--- config.mk ---
export PLATFORM = sky130hd
export DESIGN_NAME = polygon_corners_from_segments
export DESIGN_NICKNAME = d
export VERILOG_FILES = /design/src/sv/pcs_pkg.sv /design/src/sv/pcs_div.sv /design/src/sv/pcs_dp.sv /design/src/sv/pcs_ctrl.sv /design/src/sv/polygon_corners_from_segments.sv
export SDC_FILE = /design/constraint.sdc
export NUM_CORES = 2
export LEC_CHECK = 0
export CORE_AREA = 2 2 310 235
export DETAILED_ROUTE_END_ITERATION = 10
export DIE_AREA = 0 0 312 237
export DONT_BUFFER_PORTS = 1
export GPL_TIMING_DRIVEN = 0
export PLACE_DENSITY = 0.86
export SLEW_MARGIN = 20
export SYNTH_ARGS = -nofsm -noshare
export SYNTH_HDL_FRONTEND = slang
export SYNTH_SLANG_ARGS = --single-unit
export TNS_END_PERCENT = 10
--- constraint.sdc ---
create_clock -name clk -period 10.3 [get_ports clk]
set_clock_uncertainty 0.05 [all_clocks]
set_input_delay 0.515 -clock clk [delete_from_list [all_inputs] [get_ports clk]]
set_output_delay 0.515 -clock clk [all_outputs]
set_load 0.05 [all_outputs]
--- src/sv/pcs_pkg.sv ---
// ----------------------------------------------------------------------------
// pcs_pkg: shared types and constants for the polygon corner block
// Widths of the line coefficients, accumulator and divider, and the
// command/status structs between the controller and the datapath.
// ----------------------------------------------------------------------------
package pcs_pkg;

  // Pixel coordinate width and fraction bits of the corner outputs.
  localparam int COORD_BITS = 12;
  localparam int FRAC_BITS  = 8;

  // Line a*x + b*y = c: a and b are coordinate differences, c is a sum of two products.
  localparam int A_W    = COORD_BITS + 1;
  localparam int C_W    = 2 * COORD_BITS + 3;
  localparam int DET_W  = C_W;
  localparam int NUM_W  = 3 * COORD_BITS + 4;
  localparam int PROD_W = C_W + A_W;

  // Corner output and divider widths.
  localparam int OUT_W = 32;
  localparam int QW    = OUT_W + 1;
  localparam int DVD_W = NUM_W + FRAC_BITS;
  localparam int CNT_W = $clog2(QW + 1);

  // Operand pairs for the shared multiplier.
  typedef enum logic [2:0] {
    MUL_AX,
    MUL_BY,
    MUL_PA_QB,
    MUL_QA_PB,
    MUL_PC_QB,
    MUL_QC_PB,
    MUL_QC_PA,
    MUL_PC_QA
  } mul_sel_t;

  // Accumulator operations on the registered product.
  typedef enum logic [1:0] {
    ACC_HOLD,
    ACC_LOAD,
    ACC_ADD,
    ACC_SUB
  } acc_op_t;

  // Which two lines form the current corner.
  typedef enum logic {
    PAIR_PREV_CUR,
    PAIR_CUR_FIRST
  } pair_sel_t;

  // Which numerator goes to the divider.
  typedef enum logic {
    DIV_X,
    DIV_Y
  } div_sel_t;

  typedef struct packed {
    logic      cap;
    mul_sel_t  mul_sel;
    acc_op_t   acc_op;
    logic      store_c;
    logic      store_det;
    logic      store_nx;
    logic      store_ny;
    logic      set_first;
    logic      set_prev;
    logic      pair_load;
    pair_sel_t pair_sel;
    logic      corner_clear;
    logic      div_start;
    div_sel_t  div_sel;
    logic      cap_x;
    logic      cap_y;
    logic      out_load;
  } pcs_cmd_t;

  typedef struct packed {
    logic      final_seg;
    logic      det_zero;
    logic      div_done;
    pair_sel_t pair_sel;
  } pcs_stat_t;

endpackage

--- src/sv/pcs_div.sv ---
// ----------------------------------------------------------------------------
// pcs_div: serial fixed-point divider
// Computes the truncated quotient num * 2^FRAC_BITS / den, one quotient bit
// per cycle, saturated to the signed 32-bit range.
// ----------------------------------------------------------------------------
module pcs_div import pcs_pkg::*; (
  input  logic                    clk,
  input  logic                    rst_n,
  input  logic                    start,
  input  logic signed [NUM_W-1:0] num,
  input  logic signed [DET_W-1:0] den,
  output logic                    done,
  output logic signed [OUT_W-1:0] quo,
  output logic                    sat
);

  logic             busy_r;
  logic [CNT_W-1:0] cnt_r;
  logic             done_r;
  logic [DET_W-1:0] rem_r;
  logic [QW-1:0]    q_r;
  logic [DET_W-1:0] ud_r;
  logic             neg_r;

  logic                    neg_w;
  logic [NUM_W-1:0]        un;
  logic [DET_W-1:0]        ud;
  logic [DVD_W-1:0]        dvd;
  logic [DVD_W+QW-1:0]     ext;
  logic [DVD_W-1:0]        high;
  logic [QW-1:0]           low;
  logic                    ovf;
  logic [DET_W:0]          rem_s;
  logic [DET_W:0]          rem_dif;
  logic                    ge;
  logic [DET_W-1:0]        rem_nxt;
  logic [QW-1:0]           lim;
  logic [QW-1:0]           magc;
  logic [OUT_W-1:0]        m;

  // Operand magnitudes and the scaled dividend split at the quotient width.
  always_comb begin
    neg_w = num[NUM_W-1] ^ den[DET_W-1];
    un    = num[NUM_W-1] ? (~num + NUM_W'(1)) : num;
    ud    = den[DET_W-1] ? (~den + DET_W'(1)) : den;
    dvd   = DVD_W'(un) << FRAC_BITS;
    ext   = (DVD_W + QW)'(dvd);
    high  = ext[DVD_W+QW-1:QW];
    low   = ext[QW-1:0];
    // A quotient that does not fit in QW bits is saturated outright.
    ovf   = high >= DVD_W'(ud);
  end

  // One restoring step: shift in the next dividend bit and try the subtract.
  always_comb begin
    rem_s   = {rem_r, q_r[QW-1]};
    rem_dif = rem_s - {1'b0, ud_r};
    ge      = rem_s >= {1'b0, ud_r};
    rem_nxt = ge ? rem_dif[DET_W-1:0] : rem_s[DET_W-1:0];
  end

  // Control of the iteration.
  always_ff @(posedge clk) begin
    if (!rst_n) begin
      busy_r <= 1'b0;
      cnt_r  <= '0;
      done_r <= 1'b0;
    end else begin
      done_r <= 1'b0;
      if (start) begin
        if (ovf) begin
          done_r <= 1'b1;
        end else begin
          busy_r <= 1'b1;
          cnt_r  <= CNT_W'(QW);
        end
      end else if (busy_r) begin
        cnt_r <= cnt_r - CNT_W'(1);
        if (cnt_r == CNT_W'(1)) begin
          busy_r <= 1'b0;
          done_r <= 1'b1;
        end
      end
    end
  end

  // Remainder and quotient shift register; quotient bits enter from the bottom.
  always_ff @(posedge clk) begin
    if (start) begin
      neg_r <= neg_w;
      ud_r  <= ud;
      if (ovf) begin
        q_r <= '1;
      end else begin
        rem_r <= high[DET_W-1:0];
        q_r   <= low;
      end
    end else if (busy_r) begin
      rem_r <= rem_nxt;
      q_r   <= {q_r[QW-2:0], ge};
    end
  end

  // Clamp to the signed range and apply the sign.
  always_comb begin
    lim  = neg_r ? (QW'(1) << (OUT_W - 1)) : ((QW'(1) << (OUT_W - 1)) - QW'(1));
    sat  = q_r > lim;
    magc = sat ? lim : q_r;
    m    = magc[OUT_W-1:0];
    quo  = neg_r ? (~m + OUT_W'(1)) : m;
  end

  assign done = done_r;

endmodule

--- src/sv/pcs_dp.sv ---
// ----------------------------------------------------------------------------
// pcs_dp: datapath of the polygon corner block
// Line registers, shared multiplier with accumulator, Cramer terms, serial
// divider and the output register, all steered by controller commands.
// ----------------------------------------------------------------------------
module pcs_dp import pcs_pkg::*; (
  input  logic                    clk,
  input  logic                    rst_n,
  input  pcs_cmd_t                cmd,
  output pcs_stat_t               stat,
  input  logic [COORD_BITS-1:0]   in_start_x,
  input  logic [COORD_BITS-1:0]   in_start_y,
  input  logic [COORD_BITS-1:0]   in_end_x,
  input  logic [COORD_BITS-1:0]   in_end_y,
  input  logic                    in_final_segment,
  output logic signed [OUT_W-1:0] out_corner_x,
  output logic signed [OUT_W-1:0] out_corner_y,
  output logic                    out_parallel_flag,
  output logic                    out_saturated_flag,
  output logic                    out_last_corner
);

  logic signed [A_W-1:0]    cur_a_r, cur_b_r, prev_a_r, prev_b_r, first_a_r, first_b_r;
  logic signed [C_W-1:0]    cur_c_r, prev_c_r, first_c_r;
  logic [COORD_BITS-1:0]    x1_r, y1_r;
  logic                     final_r;
  pair_sel_t                pair_sel_r;
  logic signed [PROD_W-1:0] prod_r;
  logic signed [NUM_W-1:0]  acc_r;
  logic signed [DET_W-1:0]  det_r;
  logic signed [NUM_W-1:0]  nx_r, ny_r;
  logic signed [OUT_W-1:0]  cx_r, cy_r;
  logic                     sat_r;
  logic signed [OUT_W-1:0]  out_x_r, out_y_r;
  logic                     out_par_r, out_sat_r, out_last_r;

  logic signed [A_W-1:0]    pa, pb, qa, qb;
  logic signed [C_W-1:0]    pc, qc;
  logic signed [C_W-1:0]    ma;
  logic signed [A_W-1:0]    mb;
  logic signed [PROD_W-1:0] prod_w;
  logic signed [NUM_W-1:0]  prod_ext;
  logic signed [NUM_W-1:0]  div_num;
  logic                     div_done;
  logic signed [OUT_W-1:0]  div_quo;
  logic                     div_sat;

  // Select the two lines of the corner being worked on.
  always_comb begin
    if (pair_sel_r == PAIR_PREV_CUR) begin
      pa = prev_a_r; pb = prev_b_r; pc = prev_c_r;
      qa = cur_a_r;  qb = cur_b_r;  qc = cur_c_r;
    end else begin
      pa = cur_a_r;   pb = cur_b_r;   pc = cur_c_r;
      qa = first_a_r; qb = first_b_r; qc = first_c_r;
    end
  end

  // Multiplier operands: the wide port takes c or a sign-extended a or b.
  always_comb begin
    case (cmd.mul_sel)
      MUL_AX: begin
        ma = {{(C_W-A_W){cur_a_r[A_W-1]}}, cur_a_r};
        mb = {1'b0, x1_r};
      end
      MUL_BY: begin
        ma = {{(C_W-A_W){cur_b_r[A_W-1]}}, cur_b_r};
        mb = {1'b0, y1_r};
      end
      MUL_PA_QB: begin
        ma = {{(C_W-A_W){pa[A_W-1]}}, pa};
        mb = qb;
      end
      MUL_QA_PB: begin
        ma = {{(C_W-A_W){qa[A_W-1]}}, qa};
        mb = pb;
      end
      MUL_PC_QB: begin
        ma = pc;
        mb = qb;
      end
      MUL_QC_PB: begin
        ma = qc;
        mb = pb;
      end
      MUL_QC_PA: begin
        ma = qc;
        mb = pa;
      end
      MUL_PC_QA: begin
        ma = pc;
        mb = qa;
      end
      default: begin
        ma = '0;
        mb = '0;
      end
    endcase
  end

  assign prod_w   = ma * mb;
  assign prod_ext = NUM_W'(prod_r);

  // Input capture, line storage and the product/accumulator pair.
  always_ff @(posedge clk) begin
    prod_r <= prod_w;
    if (cmd.cap) begin
      cur_a_r <= $signed({1'b0, in_end_y}) - $signed({1'b0, in_start_y});
      cur_b_r <= $signed({1'b0, in_start_x}) - $signed({1'b0, in_end_x});
      x1_r    <= in_start_x;
      y1_r    <= in_start_y;
      final_r <= in_final_segment;
    end
    case (cmd.acc_op)
      ACC_LOAD: acc_r <= prod_ext;
      ACC_ADD:  acc_r <= acc_r + prod_ext;
      ACC_SUB:  acc_r <= acc_r - prod_ext;
      default:  acc_r <= acc_r;
    endcase
    if (cmd.store_c) begin
      cur_c_r <= acc_r[C_W-1:0];
    end
    if (cmd.set_first) begin
      first_a_r <= cur_a_r;
      first_b_r <= cur_b_r;
      first_c_r <= cur_c_r;
    end
    if (cmd.set_prev) begin
      prev_a_r <= cur_a_r;
      prev_b_r <= cur_b_r;
      prev_c_r <= cur_c_r;
    end
    if (cmd.pair_load) begin
      pair_sel_r <= cmd.pair_sel;
    end
    if (cmd.store_det) begin
      det_r <= acc_r[DET_W-1:0];
    end
    if (cmd.store_nx) begin
      nx_r <= acc_r;
    end
    if (cmd.store_ny) begin
      ny_r <= acc_r;
    end
  end

  // Corner coordinates and the saturation flag gathered from the divider.
  always_ff @(posedge clk) begin
    if (cmd.corner_clear) begin
      cx_r  <= '0;
      cy_r  <= '0;
      sat_r <= 1'b0;
    end else begin
      if (cmd.cap_x) begin
        cx_r <= div_quo;
      end
      if (cmd.cap_y) begin
        cy_r <= div_quo;
      end
      if (cmd.cap_x || cmd.cap_y) begin
        sat_r <= sat_r | div_sat;
      end
    end
  end

  assign div_num = (cmd.div_sel == DIV_X) ? nx_r : ny_r;

  pcs_div u_div (
    .clk   (clk),
    .rst_n (rst_n),
    .start (cmd.div_start),
    .num   (div_num),
    .den   (det_r),
    .done  (div_done),
    .quo   (div_quo),
    .sat   (div_sat)
  );

  // Output register; a parallel corner keeps the cleared coordinates.
  always_ff @(posedge clk) begin
    if (cmd.out_load) begin
      out_x_r    <= cx_r;
      out_y_r    <= cy_r;
      out_par_r  <= (det_r == '0);
      out_sat_r  <= sat_r;
      out_last_r <= (pair_sel_r == PAIR_CUR_FIRST);
    end
  end

  assign out_corner_x       = out_x_r;
  assign out_corner_y       = out_y_r;
  assign out_parallel_flag  = out_par_r;
  assign out_saturated_flag = out_sat_r;
  assign out_last_corner    = out_last_r;

  assign stat.final_seg = final_r;
  assign stat.det_zero  = (det_r == '0);
  assign stat.div_done  = div_done;
  assign stat.pair_sel  = pair_sel_r;

endmodule

--- src/sv/pcs_ctrl.sv ---
// ----------------------------------------------------------------------------
// pcs_ctrl: controller of the polygon corner block
// Sequences line setup, the Cramer products, the two divisions and the
// output transaction, and tracks the start of each polygon.
// ----------------------------------------------------------------------------
module pcs_ctrl import pcs_pkg::*; (
  input  logic      clk,
  input  logic      rst_n,
  input  logic      in_valid,
  output logic      in_stall,
  output logic      out_valid,
  input  logic      out_stall,
  output pcs_cmd_t  cmd,
  input  pcs_stat_t stat
);

  typedef enum logic [4:0] {
    S_IDLE,
    S_LN_M0,
    S_LN_M1,
    S_LN_ACC,
    S_LN_ST,
    S_LN_DEC,
    S_K_M0,
    S_K_M1,
    S_K_M2,
    S_K_M3,
    S_K_M4,
    S_K_M5,
    S_K_M6,
    S_K_M7,
    S_K_DX,
    S_K_DY,
    S_K_OUT
  } state_t;

  state_t state_r, state_nxt;
  logic   have_first_r, have_first_nxt;
  logic   out_valid_r, out_valid_nxt;
  logic   out_free;

  // The output register can take a new corner when empty or being drained.
  assign out_free = !out_valid_r || !out_stall;

  always_comb begin
    state_nxt      = state_r;
    have_first_nxt = have_first_r;
    out_valid_nxt  = out_valid_r && out_stall;
    cmd            = '0;
    case (state_r)
      S_IDLE: begin
        if (in_valid) begin
          cmd.cap   = 1'b1;
          state_nxt = S_LN_M0;
        end
      end
      // c = a*x1 + b*y1 through the shared multiplier.
      S_LN_M0: begin
        cmd.mul_sel = MUL_AX;
        state_nxt   = S_LN_M1;
      end
      S_LN_M1: begin
        cmd.mul_sel = MUL_BY;
        cmd.acc_op  = ACC_LOAD;
        state_nxt   = S_LN_ACC;
      end
      S_LN_ACC: begin
        cmd.acc_op = ACC_ADD;
        state_nxt  = S_LN_ST;
      end
      S_LN_ST: begin
        cmd.store_c = 1'b1;
        state_nxt   = S_LN_DEC;
      end
      // Either intersect with the previous line or record the first line; a lone final line is paired with itself.
      S_LN_DEC: begin
        if (have_first_r) begin
          cmd.pair_load    = 1'b1;
          cmd.pair_sel     = PAIR_PREV_CUR;
          cmd.corner_clear = 1'b1;
          state_nxt        = S_K_M0;
        end else begin
          cmd.set_first  = 1'b1;
          have_first_nxt = 1'b1;
          if (stat.final_seg) begin
            cmd.pair_load    = 1'b1;
            cmd.pair_sel     = PAIR_CUR_FIRST;
            cmd.corner_clear = 1'b1;
            state_nxt        = S_K_M0;
          end else begin
            cmd.set_prev = 1'b1;
            state_nxt    = S_IDLE;
          end
        end
      end
      // Determinant and both numerators, one product per cycle.
      S_K_M0: begin
        cmd.mul_sel = MUL_PA_QB;
        state_nxt   = S_K_M1;
      end
      S_K_M1: begin
        cmd.mul_sel = MUL_QA_PB;
        cmd.acc_op  = ACC_LOAD;
        state_nxt   = S_K_M2;
      end
      S_K_M2: begin
        cmd.mul_sel = MUL_PC_QB;
        cmd.acc_op  = ACC_SUB;
        state_nxt   = S_K_M3;
      end
      S_K_M3: begin
        cmd.mul_sel   = MUL_QC_PB;
        cmd.store_det = 1'b1;
        cmd.acc_op    = ACC_LOAD;
        state_nxt     = S_K_M4;
      end
      S_K_M4: begin
        cmd.mul_sel = MUL_QC_PA;
        cmd.acc_op  = ACC_SUB;
        state_nxt   = S_K_M5;
      end
      S_K_M5: begin
        cmd.mul_sel  = MUL_PC_QA;
        cmd.store_nx = 1'b1;
        cmd.acc_op   = ACC_LOAD;
        state_nxt    = S_K_M6;
      end
      S_K_M6: begin
        cmd.acc_op = ACC_SUB;
        state_nxt  = S_K_M7;
      end
      // Parallel lines skip the divisions and leave zero coordinates.
      S_K_M7: begin
        cmd.store_ny = 1'b1;
        if (stat.det_zero) begin
          state_nxt = S_K_OUT;
        end else begin
          cmd.div_start = 1'b1;
          cmd.div_sel   = DIV_X;
          state_nxt     = S_K_DX;
        end
      end
      S_K_DX: begin
        if (stat.div_done) begin
          cmd.cap_x     = 1'b1;
          cmd.div_start = 1'b1;
          cmd.div_sel   = DIV_Y;
          state_nxt     = S_K_DY;
        end
      end
      S_K_DY: begin
        cmd.div_sel = DIV_Y;
        if (stat.div_done) begin
          cmd.cap_y = 1'b1;
          state_nxt = S_K_OUT;
        end
      end
      // Hand the corner to the output register, then close the polygon if needed.
      S_K_OUT: begin
        if (out_free) begin
          cmd.out_load  = 1'b1;
          out_valid_nxt = 1'b1;
          if (stat.pair_sel == PAIR_PREV_CUR && stat.final_seg) begin
            cmd.pair_load    = 1'b1;
            cmd.pair_sel     = PAIR_CUR_FIRST;
            cmd.corner_clear = 1'b1;
            state_nxt        = S_K_M0;
          end else begin
            cmd.set_prev = 1'b1;
            if (stat.final_seg) begin
              have_first_nxt = 1'b0;
            end
            state_nxt = S_IDLE;
          end
        end
      end
      default: begin
        state_nxt = S_IDLE;
      end
    endcase
  end

  always_ff @(posedge clk) begin
    if (!rst_n) begin
      state_r      <= S_IDLE;
      have_first_r <= 1'b0;
      out_valid_r  <= 1'b0;
    end else begin
      state_r      <= state_nxt;
      have_first_r <= have_first_nxt;
      out_valid_r  <= out_valid_nxt;
    end
  end

  assign in_stall  = (state_r != S_IDLE);
  assign out_valid = out_valid_r;

endmodule

--- src/sv/polygon_corners_from_segments.sv ---
// ----------------------------------------------------------------------------
// A corner is offered once its segment has gone through line setup, the Cramer
// products, two divisions (one quotient bit per cycle) and the output step; a
// parallel pair skips the divisions. The block takes one segment at a time:
// in_stall stays high until the segment and its corners are done, and a stall
// on the result channel holds the block.
// Reset (rst_n low, synchronous) empties the output register and starts a new polygon.
// ----------------------------------------------------------------------------
// polygon_corners_from_segments: top level
// Turns a closed run of segments into polygon corners by Cramer's rule.
// ----------------------------------------------------------------------------
module polygon_corners_from_segments import pcs_pkg::*; (
  input  logic                    clk,
  input  logic                    rst_n,
  input  logic                    in_valid,
  output logic                    in_stall,
  input  logic [COORD_BITS-1:0]   in_start_x,
  input  logic [COORD_BITS-1:0]   in_start_y,
  input  logic [COORD_BITS-1:0]   in_end_x,
  input  logic [COORD_BITS-1:0]   in_end_y,
  input  logic                    in_final_segment,
  output logic                    out_valid,
  input  logic                    out_stall,
  output logic signed [OUT_W-1:0] out_corner_x,
  output logic signed [OUT_W-1:0] out_corner_y,
  output logic                    out_parallel_flag,
  output logic                    out_saturated_flag,
  output logic                    out_last_corner
);

  pcs_cmd_t  cmd;
  pcs_stat_t stat;

  // Sequencer.
  pcs_ctrl u_ctrl (
    .clk       (clk),
    .rst_n     (rst_n),
    .in_valid  (in_valid),
    .in_stall  (in_stall),
    .out_valid (out_valid),
    .out_stall (out_stall),
    .cmd       (cmd),
    .stat      (stat)
  );

  // Arithmetic and storage.
  pcs_dp u_dp (
    .clk                (clk),
    .rst_n              (rst_n),
    .cmd                (cmd),
    .stat               (stat),
    .in_start_x         (in_start_x),
    .in_start_y         (in_start_y),
    .in_end_x           (in_end_x),
    .in_end_y           (in_end_y),
    .in_final_segment   (in_final_segment),
    .out_corner_x       (out_corner_x),
    .out_corner_y       (out_corner_y),
    .out_parallel_flag  (out_parallel_flag),
    .out_saturated_flag (out_saturated_flag),
    .out_last_corner    (out_last_corner)
  );

endmodule
# After elaboration in Yosys (flattened, before gate mapping)
# Cells that the tools add are included.
# Widths: inputs -> output; s select.
# word_totals
elab_cells	185
reg_bits	607
in_bits	53
output_inout_bits	69
# classes
n_bitwise	6
add_sub_neg	9
eq_ne	34
n_reduce_logical	22
magnitude_cmp	3
muxes	74
n_mul	1
# op_table
cell	count
$mux 27	7
$pmux 27 s6	1
$pmux 40 s3	1
$mux 33	3
$mux 32	3
$pmux 5 s17	1
$mux 40	2
$pmux 13 s6	1
$mux 13	4
$add 40x2->40 const B	1
$add 40x40->40	1
$eq 5x4->1 const B	8
$mul 27x13->40	1
$not 40->40	1
$sub 40x40->40	1
$gt 33x32->1	1
$add 32x1->32 const B	1
$not 32->32	1
$ge 28x27->1	1
$add 27x2->27 const B	1
$ge 15x27->1	1
$logic_not 27->1	1
$mux 1	27
$not 27->27	1
other kinds (41)	78

# Longest topological paths before layout
# logic_depth
word_depth	10
mapped_depth	34
depth_no_buf	31

# Modules after synthesis
# A second synthesis with hierarchy kept.
# hier_totals
cells_unflattened	4213
hier_area_um2	44530.2
# by_module_without_submodules
module	area_each_um2	n_inst	cells_each
pcs_dp	34109.0	1	3021
pcs_div	9669.3	1	1090
pcs_ctrl	752.0	1	102

# Least setup slack after synthesis
# OpenSTA, ideal clock, no wires.
# synth_path
kind	register -> register
start	register u_ctrl.state_r[3]
end	register u_dp.prev_a_r[0], enable pin
t_arrival_ps	8894
required_time_ps	9713
setup_ps	537
path_slack_ps	819
stages_incl_launch_ff	7
period_less_slack_ps	9481
n_path_buf	2
cell_sequence	dfxtp_1 -> clkbuf_1 -> clkbuf_1 -> or3b_2 -> nor3_1 -> nor2_1 -> o21ai_0
# synth_rtl
item	line_no	source
from (decl)	pcs_ctrl.sv:37	state_t state_r, state_nxt;
from (signal assigned)	pcs_ctrl.sv:189	state_r <= state_nxt;
to (signal assigned)	pcs_dp.sv:129	prev_a_r <= cur_a_r;
to (decl)	pcs_dp.sv:23	logic signed [A_W-1:0] cur_a_r, cur_b_r, prev_a_r, prev_b_r, first_a_r, first_b_r;

# Worst setup path after layout
# layout_path
start	register u_ctrl.state_r[1]
end	register u_dp.prod_r[38] (netlist: u_dp.prod_ext[38])
# layout_via
elab_chain_len	6
elab_cells_between_ends	23
classes_between	mul (1); eq/ne (14); mux (3); reduce/logical (5)
# layout_rtl
item	line_no	source
$eq 5x4->1 (tied with other cells)	pcs_ctrl.sv:50	case (state_r)
$pmux 3 s7 *	pcs_ctrl.sv:50	
$eq 3x3->1 / $eq 3x2->1 (equally long branches)	pcs_dp.sv:61	case (cmd.mul_sel)
$reduce_or 2->1 (no source line)	-	
$pmux 27 s6 / $pmux 13 s6 (equally long branches)	pcs_dp.sv:61	
$mul 27x13->40 *	pcs_dp.sv:101	assign prod_w = ma * mb;
named net u_dp.prod_w[38]	pcs_dp.sv:41	logic signed [PROD_W-1:0] prod_w;
to (signal assigned)	pcs_dp.sv:106	prod_r <= prod_w;
to (decl)	pcs_dp.sv:28	logic signed [PROD_W-1:0] prod_r;
# The timed path passes the listed nets; every way through them passes the cells marked *.
# A chain may end at the register's enable or synchronous reset.

==> impl_metrics.ini <==
[worst_setup_path]
cp_common_cell = fa_1
cpPeakStageDelay_ns = 0.55
critPathLaunchType = flip-flop
cp-end-kind = flip-flop
cp.required_ns = 10.79
cp.arrival_ns = 10.35
critPathKind = reg2reg
cpMaxStageDelayCell = clkbuf_1
cp_max_fo = 10

[run_status]
status = finished clean

[sta]
setup_viol = 0
drv_slew = 0
worstMarginPinSlew_ns = 1.18
maxSlewHeadroom_pct = 21.3
fmax_ghz = 0.101
hold_viol = 0
period_needed_ns = 9.86
fin_crit_sh_pct = 95.7

[logic_synthesis]
netlist_instances = 4112
syn_nets = 4723
ys_top_cells_by_count = 487 x edfxtp_1, 422 x nand2_1, 406 x inv_1
netlist_area_mm2 = 0.0429
syn_area_per_cell_um2 = 10.4
synth_most_common_cell = edfxtp_1
async_flop_share_pct = 0
synth.area.top_cells = edfxtp_1 34%, fa_1 15%, ha_1 6.9%, dfxtp_1 5.6%, nand2_1 3.7%
synthFlopType = edfxtp_1
synth-seq-area-share_pct = 39.7
yosysWarnings = 0
synth_area_leader_cell = edfxtp_1
ys_ff_latch = 607
synth_edf_count = 487
synth.top_cell.area_share_pct = 34.1
synth_cell_types = 79

[global_routing]
grt_pass1_vias = 33683
antenna_found_initial = 3
grt_remaining_overflow = 0
grt_use_total_pct = 32.7
grt_pass1_wl_um = 189000
grt_start_max_net_pins = 36

[cts]
clk_pin_slew_ns = 0.06
clk_latency_ns = 0.66
cts_sinks = 607
cts_made_buffers = 58
clk_path_buf_depth = 3
h-tree-depth = 2
cts_tree = built
cts-root-buf = clkbuf_16

[final_layout]
fillerInstances = 5167
fin_util_pct = 66.1
final_layout_size_suffix_gt1_share_pct = 5.61
synthToLayoutAreaGrowth_pct = 9.47
layout.nets = 4836

[drt]
drt-total-wl_um = 122000
drtAntennaViolNets = 0
drt_iter0_drc = 4741
dr.pass1.iters = 7
vias = 34166
post-route-drc-count = 0
wl_per_cell_um = 23.2
vias_per_cell = 6.53

[min_path]
hold_class = in2reg

[run]
maxCapViolations = 0

[floorplan]
core-area_mm2 = 0.0710
rows = 85
initial_utilization_pct = 60.4
design.portCount = 122
die_x_um = 312
die_h_um = 237
dieArea_mm2 = 0.0739

[place]
hpwl_um = 91600
gp_congestion = 1.02
numPortBuffers = 0
cell families (layout without fill, tap and decap cells):
group	count (synthesis)	in the layout	share of synthesized area, %
and+or+nand+nor	1141	1141	12.4
AOI/OAI and AO/OA	891	891	13.7
DFF	607	607	39.7
buffers and inverters	586	749	5.18
adders and majority gates	558	558	21.9
xor gates and xnor gates	204	204	4.16
muxes	125	125	3.00
other	0	1	0
stage by stage:
step	setup WS (ns)	instance area [µm²]	hold WS, ns	std cells	TNS (ns)
4_1_cts	0.0761	46900	0.0319	5231	0
2_1_floorplan	0.819	42900	0.358	4112	0
3_3_place_gp	-3.76	44100	0.361	5069	-242.07
6_report	0.440	47000	0.0460	5233	0
3_5_place_dp	0.202	44600	0.363	5096	0
5_1_grt	-0.00284	47000	0.0559	5232	-0.00284
worst max-delay path: cells and delay by family (launching register included):
family	cells	cell delay (ns)
flip-flops	1	0.40
buffers and inverters	8	2.16
AND/OR/NAND/NOR	6	1.52
adder cells (fa/ha/maj)	7	3.32
AO/OA/AOI/OAI	9	2.12
XOR/XNOR	1	0.14
layer usage:
| metal | global-route usage [%] | share of wire (%) |
|---|---|---|
| met3 | 11.2 | 15 |
| met5 | 0 | 0.016 |
| met4 | 9.98 | 3.2 |
| met2 | 48.6 | 43 |
| met1 | 45.6 | 39 |
final timing paths:
check / startpoint / to / slack (ns) / depth (start not counted)
max reg2reg: u_ctrl.state_r[1] / u_dp.prod_ext[38] / 0.44 / 31
min reg2reg: u_dp.cy_r[21] / u_dp.out_corner_y[21] / 0.38 / 0
min: out_stall / u_ctrl.out_valid / 0.05 / 2
max: u_ctrl.state_r[1] / u_dp.prod_ext[38] / 0.44 / 31
cell type report:
| cell class | instances | area, µm² | share of cell area (%) |
|---|---|---|---|
| Antenna cell | 1 | 2.50 | 0.00533 |
| Buffer | 177 | 711 | 1.51 |
| Clock buffer | 80 | 1680 | 3.58 |
| Clock inverter | 30 | 330 | 0.703 |
| Inverter | 407 | 1530 | 3.25 |
| Multi-Input combinational cell | 2919 | 23800 | 50.7 |
| Sequential cell | 607 | 17000 | 36.3 |
| Tap cell | 957 | 1200 | 2.55 |
| Timing Repair Buffer | 55 | 661 | 1.41 |
layout by cell type, fill, tap and decap left out, types with 25 or more instances in the layout:
cell             n
nor3_1          64
and2_1          54
clkbuf_1       152
a221oi_1        39
a21o_1          72
a31oi_1         60
xnor2_1        132
edfxtp_1       487
nor2_1         309
a22oi_1         32
mux2i_1         96
clkbuf_16       62
nand3_1         35
dfxtp_1        120
a21oi_1        172
or3_1           34
nand4_1         29
dlygate4sd3_1   25
xor2_1          72
a22o_1          38
nor2b_1         58
ha_1           238
nand2b_1        33
nand2_1        421
mux2_2          29
a211oi_1        25
inv_1          404
o21ai_0        223
fa_1           320
flip-flops by register name (all words and copies together) (netlist names), 27 cells and up:
register	cells
u_dp.acc_r	40
u_dp.cy_r	32
u_dp.det_r	27
u_dp.prev_c_r	27
u_dp.out_corner_y	32
u_dp.cx_r	32
u_dp.u_div.q_r	33
u_dp.out_corner_x	32
u_dp.first_c_r	27
u_dp.nx_r	40
u_dp.prod_ext	40
u_dp.cur_c_r	27
u_dp.ny_r	40
u_dp.u_div.rem_r	27
u_dp.u_div.ud_r	27
timing repair:
action	in CTS	in global routing
setup endpoints to repair	0	11
hold buffers	25	0
endpoints found under the hold margin	25	0
resized for setup	0	46
setup buffers	0	0
Power is left out: the tool's default activity adds up to more than one toggle a clock period on the data nets, which glitch-free logic cannot reach.
